--- src/rtl/fbpw_pkg.sv ---
// ----------------------------------------------------------------------------
// fbpw_pkg
// Shared register map, field widths, reset values and constants for the
// framebuffer pixel writer and its port checker.
// ----------------------------------------------------------------------------
`default_nettype none

package fbpw_pkg;

    // Field widths.
    localparam int unsigned COORD_W  = 16;
    localparam int unsigned RGB_W    = 24;
    localparam int unsigned DIM_W    = 13;
    localparam int unsigned PITCH_W  = 17;
    localparam int unsigned LAYOUT_W = 10;
    localparam int unsigned OFFSET_W = 28;
    localparam int unsigned WORD_W   = 32;
    localparam int unsigned BE_W     = 4;
    localparam int unsigned CFG_IDX_W  = 3;
    localparam int unsigned CFG_DATA_W = 17;

    // Configuration register indexes.
    localparam logic [CFG_IDX_W-1:0] REG_FRAME_WIDTH    = 3'd0;
    localparam logic [CFG_IDX_W-1:0] REG_FRAME_HEIGHT   = 3'd1;
    localparam logic [CFG_IDX_W-1:0] REG_ROW_PITCH      = 3'd2;
    localparam logic [CFG_IDX_W-1:0] REG_FOUR_BYTE_MODE = 3'd3;
    localparam logic [CFG_IDX_W-1:0] REG_RED_LAYOUT     = 3'd4;
    localparam logic [CFG_IDX_W-1:0] REG_GREEN_LAYOUT   = 3'd5;
    localparam logic [CFG_IDX_W-1:0] REG_BLUE_LAYOUT    = 3'd6;
    localparam logic [CFG_IDX_W-1:0] REG_ENABLE         = 3'd7;

    // Register reset values.
    localparam logic [DIM_W-1:0]    RST_FRAME_WIDTH  = 13'd1024;
    localparam logic [DIM_W-1:0]    RST_FRAME_HEIGHT = 13'd768;
    localparam logic [PITCH_W-1:0]  RST_ROW_PITCH    = 17'd4096;
    localparam logic                RST_FOUR_BYTE    = 1'b1;
    localparam logic [LAYOUT_W-1:0] RST_RED_LAYOUT   = 10'd272;
    localparam logic [LAYOUT_W-1:0] RST_GREEN_LAYOUT = 10'd264;
    localparam logic [LAYOUT_W-1:0] RST_BLUE_LAYOUT  = 10'd256;
    localparam logic                RST_ENABLE       = 1'b0;

    // Largest visible frame dimension; larger settings saturate to it.
    localparam logic [DIM_W-1:0] MAX_DIM = 13'd4096;

    // Layout field split.
    localparam int unsigned POS_W      = 5;
    localparam int unsigned LAY_BITS_W = 5;

    // Default layout used when any channel width is zero.
    localparam logic [LAY_BITS_W-1:0] DEF_CHAN_BITS = 5'd8;
    localparam logic [POS_W-1:0]      DEF_RED_POS   = 5'd16;
    localparam logic [POS_W-1:0]      DEF_GREEN_POS = 5'd8;
    localparam logic [POS_W-1:0]      DEF_BLUE_POS  = 5'd0;

    // Rounding bias and division by 255 as a reciprocal multiply:
    // floor(n * RECIP / 2^32) equals n / 255 for every n below 2^24.
    localparam int unsigned CHAN_W       = 8;
    localparam logic [7:0]  ROUND_BIAS   = 8'd127;
    localparam int unsigned RECIP_W      = 25;
    localparam logic [RECIP_W-1:0] DIV255_RECIP = 25'd16843010;
    localparam int unsigned DIV255_SHIFT = 32;

    // Byte enables per pixel format.
    localparam logic [BE_W-1:0] BE_32BPP = 4'hF;
    localparam logic [BE_W-1:0] BE_24BPP = 4'h7;

endpackage

`default_nettype wire

--- src/rtl/framebuffer_pixel_writer.sv ---
// ----------------------------------------------------------------------------
// framebuffer_pixel_writer
// Turns one pixel write (x, y, RGB888 color) into one framebuffer memory
// write: byte offset, packed pixel word and byte enables.
// ----------------------------------------------------------------------------
// Usage:
//   Input channel (i_in_valid / o_in_stall) carries x, y and a 24-bit color.
//   Output channel (o_out_valid / i_out_stall) carries write_valid, the byte
//   offset, the packed word and the byte enables, one result per item.
//   An item is taken when valid is high and stall is low at a clock edge.
//   An item passes one input register, then the color scaling, packing
//   and offset multiply feed the result register. One item per cycle is
//   sustained while the receiver does not stall; the per-channel reciprocal
//   multiply for the divide-by-255 and the y * pitch multiply set the cycle time.
//   When the receiver stalls, the result register holds and the input
//   register fills; o_in_stall rises only once both are occupied.
//   Configuration writes through i_cfg_we / i_cfg_index / i_cfg_data take effect
//   at once; the user must make them while no item is in flight; the block does not check it.
//   Synchronous reset empties both registers and restores the default
//   1024x768, 32-bit, 8/8/8 at 16/8/0 layout with writes disabled.
//   A disabled block or a clipped pixel gives a result of all zeros.
// ----------------------------------------------------------------------------
`default_nettype none

module framebuffer_pixel_writer #(
    parameter int unsigned MAX_CHANNEL_BITS = 16
) (
    input  wire logic                                i_clk,
    input  wire logic                                i_rst_n,
    // Configuration write port.
    input  wire logic                                i_cfg_we,
    input  wire logic [fbpw_pkg::CFG_IDX_W-1:0]      i_cfg_index,
    input  wire logic [fbpw_pkg::CFG_DATA_W-1:0]     i_cfg_data,
    // Input channel.
    input  wire logic                                i_in_valid,
    output logic                                     o_in_stall,
    input  wire logic [fbpw_pkg::COORD_W-1:0]        i_x_pos,
    input  wire logic [fbpw_pkg::COORD_W-1:0]        i_y_pos,
    input  wire logic [fbpw_pkg::RGB_W-1:0]          i_color_rgb,
    // Output channel.
    output logic                                     o_out_valid,
    input  wire logic                                i_out_stall,
    output logic                                     o_write_valid,
    output logic [fbpw_pkg::OFFSET_W-1:0]            o_byte_offset,
    output logic [fbpw_pkg::WORD_W-1:0]              o_pixel_word,
    output logic [fbpw_pkg::BE_W-1:0]                o_byte_enables
);

    // Width of a channel width value, of the numerator before the divide by
    // 255 and of its product with the reciprocal.
    localparam int unsigned WW    = $clog2(MAX_CHANNEL_BITS + 1);
    localparam int unsigned NUM_W = fbpw_pkg::CHAN_W + MAX_CHANNEL_BITS;
    localparam int unsigned PROD_W = NUM_W + fbpw_pkg::RECIP_W;
    localparam logic [WW-1:0] MAX_BITS = WW'(MAX_CHANNEL_BITS);

    // Scale an 8-bit channel to w bits with rounding: (v*(2^w-1)+127)/255.
    function automatic logic [MAX_CHANNEL_BITS-1:0] scale_chan(
        input logic [fbpw_pkg::CHAN_W-1:0] v,
        input logic [WW-1:0]               w
    );
        logic [NUM_W-1:0]  num;
        logic [PROD_W-1:0] prod;
        num  = (NUM_W'(v) << w) - NUM_W'(v) + NUM_W'(fbpw_pkg::ROUND_BIAS);
        prod = PROD_W'(num) * PROD_W'(fbpw_pkg::DIV255_RECIP);
        return prod[fbpw_pkg::DIV255_SHIFT +: MAX_CHANNEL_BITS];
    endfunction

    // Saturate a layout width field to the channel limit.
    function automatic logic [WW-1:0] clamp_bits(
        input logic [fbpw_pkg::LAY_BITS_W-1:0] f
    );
        logic [WW-1:0] res;
        if (32'(f) > MAX_CHANNEL_BITS) begin
            res = MAX_BITS;
        end else begin
            res = WW'(f);
        end
        return res;
    endfunction

    // Configuration registers.
    logic [fbpw_pkg::DIM_W-1:0]    r_frame_width;
    logic [fbpw_pkg::DIM_W-1:0]    r_frame_height;
    logic [fbpw_pkg::PITCH_W-1:0]  r_row_pitch;
    logic                          r_four_byte;
    logic [fbpw_pkg::LAYOUT_W-1:0] r_red_layout;
    logic [fbpw_pkg::LAYOUT_W-1:0] r_green_layout;
    logic [fbpw_pkg::LAYOUT_W-1:0] r_blue_layout;
    logic                          r_enable;

    always_ff @(posedge i_clk) begin
        if (!i_rst_n) begin
            r_frame_width  <= fbpw_pkg::RST_FRAME_WIDTH;
            r_frame_height <= fbpw_pkg::RST_FRAME_HEIGHT;
            r_row_pitch    <= fbpw_pkg::RST_ROW_PITCH;
            r_four_byte    <= fbpw_pkg::RST_FOUR_BYTE;
            r_red_layout   <= fbpw_pkg::RST_RED_LAYOUT;
            r_green_layout <= fbpw_pkg::RST_GREEN_LAYOUT;
            r_blue_layout  <= fbpw_pkg::RST_BLUE_LAYOUT;
            r_enable       <= fbpw_pkg::RST_ENABLE;
        end else if (i_cfg_we) begin
            case (i_cfg_index)
                fbpw_pkg::REG_FRAME_WIDTH:
                    r_frame_width <= i_cfg_data[fbpw_pkg::DIM_W-1:0];
                fbpw_pkg::REG_FRAME_HEIGHT:
                    r_frame_height <= i_cfg_data[fbpw_pkg::DIM_W-1:0];
                fbpw_pkg::REG_ROW_PITCH:
                    r_row_pitch <= i_cfg_data[fbpw_pkg::PITCH_W-1:0];
                fbpw_pkg::REG_FOUR_BYTE_MODE:
                    r_four_byte <= i_cfg_data[0];
                fbpw_pkg::REG_RED_LAYOUT:
                    r_red_layout <= i_cfg_data[fbpw_pkg::LAYOUT_W-1:0];
                fbpw_pkg::REG_GREEN_LAYOUT:
                    r_green_layout <= i_cfg_data[fbpw_pkg::LAYOUT_W-1:0];
                fbpw_pkg::REG_BLUE_LAYOUT:
                    r_blue_layout <= i_cfg_data[fbpw_pkg::LAYOUT_W-1:0];
                fbpw_pkg::REG_ENABLE:
                    r_enable <= i_cfg_data[0];
                default: ;
            endcase
        end
    end

    // Pipeline control: the input register moves forward whenever the
    // result register is empty or being drained.
    logic r_in_valid;
    logic r_out_valid;
    logic s1_advance;
    logic in_accept;

    assign s1_advance = !r_out_valid || !i_out_stall;
    assign o_in_stall = r_in_valid && !s1_advance;
    assign in_accept  = i_in_valid && !o_in_stall;

    // Input register.
    logic [fbpw_pkg::COORD_W-1:0] r_x;
    logic [fbpw_pkg::COORD_W-1:0] r_y;
    logic [fbpw_pkg::RGB_W-1:0]   r_rgb;

    always_ff @(posedge i_clk) begin
        if (!i_rst_n) begin
            r_in_valid <= 1'b0;
        end else if (!o_in_stall) begin
            r_in_valid <= i_in_valid;
        end
    end

    always_ff @(posedge i_clk) begin
        if (in_accept) begin
            r_x   <= i_x_pos;
            r_y   <= i_y_pos;
            r_rgb <= i_color_rgb;
        end
    end

    // Clipping against the saturated frame size.
    logic [fbpw_pkg::DIM_W-1:0] dim_w_eff;
    logic [fbpw_pkg::DIM_W-1:0] dim_h_eff;
    logic                       visible;

    always_comb begin
        dim_w_eff = (r_frame_width > fbpw_pkg::MAX_DIM) ? fbpw_pkg::MAX_DIM : r_frame_width;
        dim_h_eff = (r_frame_height > fbpw_pkg::MAX_DIM) ? fbpw_pkg::MAX_DIM : r_frame_height;
        visible   = r_enable
                    && (r_x < fbpw_pkg::COORD_W'(dim_w_eff))
                    && (r_y < fbpw_pkg::COORD_W'(dim_h_eff));
    end

    // Channel layout decode, with the default layout when any width is zero.
    logic [WW-1:0]             red_bits;
    logic [WW-1:0]             green_bits;
    logic [WW-1:0]             blue_bits;
    logic [fbpw_pkg::POS_W-1:0] red_pos;
    logic [fbpw_pkg::POS_W-1:0] green_pos;
    logic [fbpw_pkg::POS_W-1:0] blue_pos;

    always_comb begin
        red_bits   = clamp_bits(r_red_layout[fbpw_pkg::POS_W +: fbpw_pkg::LAY_BITS_W]);
        green_bits = clamp_bits(r_green_layout[fbpw_pkg::POS_W +: fbpw_pkg::LAY_BITS_W]);
        blue_bits  = clamp_bits(r_blue_layout[fbpw_pkg::POS_W +: fbpw_pkg::LAY_BITS_W]);
        red_pos    = r_red_layout[fbpw_pkg::POS_W-1:0];
        green_pos  = r_green_layout[fbpw_pkg::POS_W-1:0];
        blue_pos   = r_blue_layout[fbpw_pkg::POS_W-1:0];
        if (red_bits == '0 || green_bits == '0 || blue_bits == '0) begin
            red_bits   = WW'(fbpw_pkg::DEF_CHAN_BITS);
            green_bits = WW'(fbpw_pkg::DEF_CHAN_BITS);
            blue_bits  = WW'(fbpw_pkg::DEF_CHAN_BITS);
            red_pos    = fbpw_pkg::DEF_RED_POS;
            green_pos  = fbpw_pkg::DEF_GREEN_POS;
            blue_pos   = fbpw_pkg::DEF_BLUE_POS;
        end
    end

    // Scale each channel, place it, and merge into the 32-bit word.
    logic [MAX_CHANNEL_BITS-1:0] red_scaled;
    logic [MAX_CHANNEL_BITS-1:0] green_scaled;
    logic [MAX_CHANNEL_BITS-1:0] blue_scaled;
    logic [fbpw_pkg::WORD_W-1:0] packed_word;

    always_comb begin
        red_scaled   = scale_chan(r_rgb[23:16], red_bits);
        green_scaled = scale_chan(r_rgb[15:8], green_bits);
        blue_scaled  = scale_chan(r_rgb[7:0], blue_bits);
        packed_word  = (fbpw_pkg::WORD_W'(red_scaled) << red_pos)
                     | (fbpw_pkg::WORD_W'(green_scaled) << green_pos)
                     | (fbpw_pkg::WORD_W'(blue_scaled) << blue_pos);
    end

    // Byte offset: y * pitch + x * (4 or 3), wrapping at 28 bits.
    logic [fbpw_pkg::COORD_W+fbpw_pkg::PITCH_W-1:0] row_offset;
    logic [fbpw_pkg::OFFSET_W-1:0]                  col_offset;
    logic [fbpw_pkg::OFFSET_W-1:0]                  pixel_offset;

    always_comb begin
        row_offset = (fbpw_pkg::COORD_W + fbpw_pkg::PITCH_W)'(r_y)
                   * (fbpw_pkg::COORD_W + fbpw_pkg::PITCH_W)'(r_row_pitch);
        if (r_four_byte) begin
            col_offset = fbpw_pkg::OFFSET_W'(r_x) << 2;
        end else begin
            col_offset = (fbpw_pkg::OFFSET_W'(r_x) << 1) + fbpw_pkg::OFFSET_W'(r_x);
        end
        pixel_offset = row_offset[fbpw_pkg::OFFSET_W-1:0] + col_offset;
    end

    // Result register.
    logic                          n_write_valid;
    logic [fbpw_pkg::OFFSET_W-1:0] n_byte_offset;
    logic [fbpw_pkg::WORD_W-1:0]   n_pixel_word;
    logic [fbpw_pkg::BE_W-1:0]     n_byte_enables;
    logic                          r_write_valid;
    logic [fbpw_pkg::OFFSET_W-1:0] r_byte_offset;
    logic [fbpw_pkg::WORD_W-1:0]   r_pixel_word;
    logic [fbpw_pkg::BE_W-1:0]     r_byte_enables;

    always_comb begin
        n_write_valid  = 1'b0;
        n_byte_offset  = '0;
        n_pixel_word   = '0;
        n_byte_enables = '0;
        if (visible) begin
            n_write_valid  = 1'b1;
            n_byte_offset  = pixel_offset;
            n_pixel_word   = packed_word;
            n_byte_enables = r_four_byte ? fbpw_pkg::BE_32BPP : fbpw_pkg::BE_24BPP;
        end
    end

    always_ff @(posedge i_clk) begin
        if (!i_rst_n) begin
            r_out_valid <= 1'b0;
        end else if (s1_advance) begin
            r_out_valid <= r_in_valid;
        end
    end

    always_ff @(posedge i_clk) begin
        if (r_in_valid && s1_advance) begin
            r_write_valid  <= n_write_valid;
            r_byte_offset  <= n_byte_offset;
            r_pixel_word   <= n_pixel_word;
            r_byte_enables <= n_byte_enables;
        end
    end

    assign o_out_valid    = r_out_valid;
    assign o_write_valid  = r_write_valid;
    assign o_byte_offset  = r_byte_offset;
    assign o_pixel_word   = r_pixel_word;
    assign o_byte_enables = r_byte_enables;

endmodule

`default_nettype wire

--- config.mk ---
export PLATFORM = sky130hd
export DESIGN_NAME = framebuffer_pixel_writer
export DESIGN_NICKNAME = d
export VERILOG_FILES = /design/src/rtl/fbpw_pkg.sv /design/src/rtl/framebuffer_pixel_writer.sv
export SDC_FILE = /design/constraint.sdc
export NUM_CORES = 2
export LEC_CHECK = 0
export BUFFER_PORTS_ARGS = -buffer_cell sky130_fd_sc_hd__buf_4
export CAP_MARGIN = 10
export CELL_PAD_IN_SITES_DETAIL_PLACEMENT = 0
export CELL_PAD_IN_SITES_GLOBAL_PLACEMENT = 1
export CORE_ASPECT_RATIO = 0.8
export CORE_MARGIN = 2
export CORE_UTILIZATION = 45
export DETAILED_ROUTE_END_ITERATION = 10
export PLACE_DENSITY = 0.9
export SLEW_MARGIN = 20
export SYNTH_ARGS = -nofsm -noshare
export SYNTH_HDL_FRONTEND = slang
export SYNTH_SLANG_ARGS = --single-unit
--- constraint.sdc ---
create_clock -name i_clk -period 9.44 [get_ports i_clk]
set_input_delay 1.888 -clock i_clk [delete_from_list [all_inputs] [get_ports i_clk]]
set_output_delay 1.888 -clock i_clk [all_outputs]
set_load 0.02 [all_outputs]
# Word-level counts from Yosys, hierarchy flattened
# Index checks and enable logic that the tools add are counted.
op_classes:
  bitwise_logic: 2
  order_cmp: 7
  n_eq_ne: 7
  n_mux: 14
  n_addsub: 8
  mul: 4
  shifts: 6
  n_reduce_logical: 24
ops:
  columns: ["operator", "count"]
  rows:
  - ["$mul A24 B24 Y47 const B", 3]
  - ["$shl A16 B5 Y32", 3]
  - ["$add A24 B7 Y24 const B", 3]
  - ["$shl A8 B5 Y24", 3]
  - ["$sub A24 B8 Y24", 3]
  - ["$or A32 B32 Y32", 2]
  - ["$mux W5", 9]
  - ["$lt A16 B13 Y1", 2]
  - ["$add A28 B28 Y28", 1]
  - ["$mul A16 B17 Y28", 1]
  - ["$gt A13 B13 Y1 const B", 2]
  - ["$mux W13", 2]
  - ["$add A17 B16 Y18", 1]
  - ["$mux W18", 1]
  - ["$reduce_and A2 Y1", 8]
  - ["$gt A5 B5 Y1 const B", 3]
  - ["$logic_not A5 Y1", 3]
  - ["$eq A3 B3 Y1 const B", 4]
  - ["$eq A3 B2 Y1 const B", 2]
  - ["$logic_and A1 B1 Y1", 5]
  - ["$logic_not A1 Y1", 4]
  - ["$mux W4", 1]
  - ["$eq A3 B1 Y1 const B", 1]
  - ["$logic_not A3 Y1", 1]
  - ["other kinds (2)", 4]
word_totals:
  ff_bits: 198
  output_inout_bits: 67
  word_cells: 89
  inputBits: 81

# Longest topological paths before layout
logic_depth:
  ltp_word: 13
  depth_mapped: 46
  mapped_depth_nobuf: 42

# Worst setup path before layout
# Ideal clock, no wire load.
synth_path:
  path_kind: "reg2reg"
  from: "register r_green_layout[8] (netlist name)"
  to: "register r_pixel_word, in the netlist o_pixel_word[22], data pin"
  synth_period_minus_slack_ps: 9884
  path_slack_ps: -444
  stages_incl_launch_ff: 42
  required_time_ps: 9170
  n_path_buf: 5
  arrival_ps: 9613
  setup_time_ps: 270
  path_cell_list: "dfxtp_1 buf_2 inv_1 and4_1 clkbuf_1 nor3_1 clkbuf_1 clkbuf_1 clkbuf_8 nand3_1 nand2_1 nor2_1 ha_1 fa_1 a211o_1 a21o_1 a221o_2 nand2_1 [6 not listed] ha_1 ha_1 fa_1 ha_1 ha_1 and4_1 nand3_1 a2bb2oi_1 a2111oi_2 nor3_1 or4_1 o21a_1 o221ai_1 mux2i_1 a22oi_1 o2111ai_1 a2111oi_0 a21oi_1"
synth_between:
  elab_chain_cells: 13
  word_cells_on_any_way: 28
  cone_classes: "add/sub (6); mul (3); order compare (1); shift (6); mux (7); bitwise (2); reduce/logical (3)"
synth_rtl:
  columns: ["element", "line", "source"]
  rows:
  - ["start, declared", "framebuffer_pixel_writer.sv:87", "logic [fbpw_pkg::LAYOUT_W-1:0] r_green_layout;"]
  - ["start signal, assigned", "framebuffer_pixel_writer.sv:98", "r_green_layout <= fbpw_pkg::RST_GREEN_LAYOUT;"]
  - ["start signal, assigned", "framebuffer_pixel_writer.sv:114", "r_green_layout <= i_cfg_data[fbpw_pkg::LAYOUT_W-1:0];"]
  - ["$gt A5 B5 Y1", "framebuffer_pixel_writer.sv:73", "if (32'(f) > MAX_CHANNEL_BITS) begin"]
  - ["$mux W5 *", "framebuffer_pixel_writer.sv:73", null]
  - ["$logic_not A5 Y1", "framebuffer_pixel_writer.sv:184", "if (red_bits == '0 || green_bits == '0 || blue_bits == '0) begin"]
  - ["$logic_or A1 B1 Y1 (2 in series)", "framebuffer_pixel_writer.sv:184", null]
  - ["$mux W5", "framebuffer_pixel_writer.sv:184", null]
  - ["$shl A8 B5 Y24", "framebuffer_pixel_writer.sv:63", "num = (NUM_W'(v) << w) - NUM_W'(v) + NUM_W'(fbpw_pkg::ROUND_BIAS);"]
  - ["$sub A24 B8 Y24", "framebuffer_pixel_writer.sv:63", null]
  - ["$add A24 B7 Y24", "framebuffer_pixel_writer.sv:63", null]
  - ["$mul A24 B24 Y47", "framebuffer_pixel_writer.sv:64", "prod = PROD_W'(num) * PROD_W'(fbpw_pkg::DIV255_RECIP);"]
  - ["$shl A16 B5 Y32 (on tied branches)", "framebuffer_pixel_writer.sv:204, framebuffer_pixel_writer.sv:205", null]
  - ["$or A32 B32 Y32", "framebuffer_pixel_writer.sv:205", "| (fbpw_pkg::WORD_W'(green_scaled) << green_pos)"]
  - ["$or A32 B32 Y32 *", "framebuffer_pixel_writer.sv:206", "| (fbpw_pkg::WORD_W'(blue_scaled) << blue_pos);"]
  - ["end signal, assigned", "framebuffer_pixel_writer.sv:260", "r_pixel_word <= n_pixel_word;"]
  - ["end, declared", "framebuffer_pixel_writer.sv:232", "logic [fbpw_pkg::WORD_W-1:0] r_pixel_word;"]
# Mark *: on every way between the ends. The rest lies on a longest branch, timed or not.
# A chain may end at the register's enable or synchronous reset.

# Worst setup path after layout
layout_path:
  from: "register r_blue_layout[7] (netlist name)"
  to: "register r_pixel_word, in the netlist o_pixel_word[7], data pin"
layout_between:
  elab_chain_cells: 12
  word_cells_on_any_way: 27
  cone_classes: "add/sub (6); mul (3); order compare (1); shift (6); mux (7); bitwise (2); reduce/logical (2)"
layout_rtl:
  columns: ["element", "line", "source"]
  rows:
  - ["start, declared", "framebuffer_pixel_writer.sv:88", "logic [fbpw_pkg::LAYOUT_W-1:0] r_blue_layout;"]
  - ["start signal, assigned", "framebuffer_pixel_writer.sv:99", "r_blue_layout <= fbpw_pkg::RST_BLUE_LAYOUT;"]
  - ["start signal, assigned", "framebuffer_pixel_writer.sv:116", "r_blue_layout <= i_cfg_data[fbpw_pkg::LAYOUT_W-1:0];"]
  - ["$gt A5 B5 Y1", "framebuffer_pixel_writer.sv:73", null]
  - ["$mux W5 *", "framebuffer_pixel_writer.sv:73", null]
  - ["$logic_not A5 Y1", "framebuffer_pixel_writer.sv:184", null]
  - ["$logic_or A1 B1 Y1", "framebuffer_pixel_writer.sv:184", null]
  - ["$mux W5", "framebuffer_pixel_writer.sv:184", null]
  - ["$shl A8 B5 Y24", "framebuffer_pixel_writer.sv:63", null]
  - ["$sub A24 B8 Y24", "framebuffer_pixel_writer.sv:63", null]
  - ["$add A24 B7 Y24", "framebuffer_pixel_writer.sv:63", null]
  - ["$mul A24 B24 Y47", "framebuffer_pixel_writer.sv:64", null]
  - ["$shl A16 B5 Y32 (on tied branches)", "framebuffer_pixel_writer.sv:204, framebuffer_pixel_writer.sv:205", null]
  - ["$or A32 B32 Y32", "framebuffer_pixel_writer.sv:205", null]
  - ["$or A32 B32 Y32 *", "framebuffer_pixel_writer.sv:206", null]
# Marked as above.

==> impl_metrics.json <==
{
  "cts_buffers": 17,
  "hold_viol_final": 0,
  "async_reset_ff_share_pct": 0,
  "vias_per_cell": 5.80,
  "crit_path_start_kind": "register",
  "via_count": 37600,
  "areaGrowthSynthToFinish_pct": 28.7,
  "cpPeakStageDelay_ps": 450,
  "root_buffer": "clkbuf_16",
  "grt_pass1_vias": 35300,
  "fin_crit_ps": 9450,
  "relSlewSlack_pct": 23.7,
  "antenna_found_initial": 6,
  "synth_cell_type_count": 119,
  "fill_cells": 7512,
  "postRouteWirelength_um": 131000,
  "path_clk_slew_ps": 90,
  "dpl_cell_area_sq_mm": 0.0454,
  "drt_iter0_markers": 3055,
  "die_h_um": 264,
  "place_congestion": 1.02,
  "fmaxAchievable_mhz": 106,
  "num_io_pins": 148,
  "dpl.hpwl_um": 106000,
  "port_buffers": 147,
  "initial_utilization_pct": 45.4,
  "setup_tns_ps": -12.5,
  "h-tree-depth": 4,
  "worstMarginPinSlew_ps": 1140,
  "path_max_fanout": 8,
  "synth-seq-area-share_pct": 13.4,
  "drive_gt1_share_pct": 26.7,
  "dp_cells": 6399,
  "synth-edff-count": 119,
  "final_cells": 6489,
  "grt_max_degree": 78,
  "synthFlopType": "edfxtp_1",
  "clock_latency_ps": 520,
  "syn_inst": 4577,
  "path_class": "register to register",
  "core_area_sq_mm": 0.0839,
  "setup_viol": 1,
  "nets": 6430,
  "layout_setup_ws_ps": -12.5,
  "critical_path_arrival_ps": 9710,
  "grt_pass1_wl_um": 199000,
  "synth_area_sq_mm": 0.0381,
  "track_usage_pct": 28.9,
  "syn_area_per_cell_sq_um": 8.32,
  "layout_common_cells": "buf_4, ha_1, nand2_1",
  "hold_path_class": "register to register",
  "ant_nets": 0,
  "cts_tree": "done",
  "cap_violations": 0,
  "violations": "negative setup slack",
  "clock_sinks": 196,
  "dp_worst_setup_slack_ps": -778,
  "crit_slowest_cell": "fa_1",
  "ys_ff_latch": 196,
  "cp.required_ps": 9690,
  "first_pass_iters": 6,
  "timing.final.max_slew_violations": 0,
  "die_area_sq_mm": 0.0870,
  "yosysWarnings": 0,
  "final_cell_area_sq_mm": 0.0490,
  "grt-ovfl-total": 0,
  "cp-end-kind": "register",
  "wl_per_cell_um": 20.2,
  "mostFrequentLayoutCell": "buf_4",
  "max-clock-path-buffers": 2,
  "status": "finished with violations",
  "die_x_um": 329,
  "path_common_cell": "ha_1",
  "clock_skew_ps": 22.3,
  "finalCritPeriodShare_pct": 100,
  "ctsHoldBuffers": 0,
  "num_rows": 95,
  "drcViolationCount": 0,
  "grt_setup_unrepaired": "yes"
}
synth_stat cells (40+ instances only):
cell type,number,area (sq um)
nand4_1,44,275
dfxtp_1,77,1540
ha_1,722,9030
o211ai_1,45,338
a31oi_1,46,288
inv_1,474,1780
nand3_1,113,566
nor2_1,300,1130
xnor2_1,82,718
fa_1,270,5410
nand2_1,583,2190
a21o_1,64,480
a21boi_0,78,586
mux2i_1,69,691
clkbuf_1,148,556
nor3_1,92,460
xor2_1,40,350
edfxtp_1,119,3570
and2_1,133,832
a21oi_1,280,1400
o21ai_0,181,906
a211oi_1,44,330
state kept, by name (all words and copies together), names as in the netlist, 2 cells and up:
register and flops:
r_row_pitch 17, r_y 16, r_frame_width 13, o_byte_enables 2, r_blue_layout 10, r_rgb 24
o_pixel_word 32, o_byte_offset 28, r_red_layout 10, r_green_layout 10, r_x 16, r_frame_height 13
through the flow:
step	utilization [%]	hold WS, ps
floorplan	-	443
global placement	54.1	453
detailed placement	54.1	461
CTS	55.5	472
global route	58.4	497
finish	58.4	470
per-layer routing:
layer | GRT usage (%) | wire length, um | part of all wire (%) | up-vias
met2 | 42.7 | 56000 | 43 | 1617
met1 | 43.0 | 60100 | 46 | 18100
met5 | 0 | 25 | 0.019 | -
met4 | 5.42 | 2640 | 2.0 | 4
li1 | - | - | - | 17700
met3 | 6.48 | 12300 | 9.4 | 178
critical path: cells and delay by family (launching register included):
| kind | cells | cell delay, ps |
|---|---|---|
| adder cells (fa/ha/maj) | 8 | 2440 |
| multiplexers | 6 | 1500 |
| AND/OR/NAND/NOR | 9 | 1170 |
| AO/OA/AOI/OAI | 10 | 2420 |
| flip-flops | 1 | 360 |
| buffers and inverters | 7 | 990 |
| XOR/XNOR | 2 | 330 |
area by class of cell:
class	instances	area, sq um	share of cell area (%)
multi-input combinational	3737	33000	67.4
timing repair buffer	929	7040	14.4
sequential	196	5130	10.5
inverter	476	1790	3.65
tap	1115	1400	2.85
clock buffer	17	425	0.868
clock inverter	15	199	0.406
antenna	4	10.0	0.0204
worst paths after layout:
check                                               startpoint                        endpoint  slack [ps]  depth (start not counted)
worst max-delay path             r_blue_layout[7]$_SDFFE_PN0P_   o_pixel_word[7]$_SDFFCE_PN0P_         -10                         42
worst min-delay path            r_frame_width[12]$_SDFFE_PN0P_  r_frame_width[12]$_SDFFE_PN0P_         470                          2
worst max register to register   r_blue_layout[7]$_SDFFE_PN0P_   o_pixel_word[7]$_SDFFCE_PN0P_         -10                         42
worst min register to register  r_frame_width[12]$_SDFFE_PN0P_  r_frame_width[12]$_SDFFE_PN0P_         470                          2
repair_timing:
item	CTS	global route
buffers inserted	14	42
cloned	0	1
setup endpoints to repair	29	32
pin swaps	25	90
gates resized for setup	101	422
logic make-up (layout without fill, tap and decap cells):
| group | after synthesis | after routing | share of synthesized area (%) |
|---|---|---|---|
| AOI/OAI and AO/OA | 1030 | 1030 | 18.0 |
| xor gates and xnor gates | 125 | 125 | 2.93 |
| adders and majority gates | 992 | 992 | 37.9 |
| buffers and inverters | 646 | 1437 | 6.58 |
| DFF | 196 | 196 | 13.4 |
| muxes | 94 | 94 | 2.62 |
| other | 1 | 7 | 0.00985 |
| and+or+nand+nor | 1493 | 1493 | 18.5 |
Power is left out: the tool's default activity adds up to more than one toggle a clock period on the data nets, which glitch-free logic cannot reach.
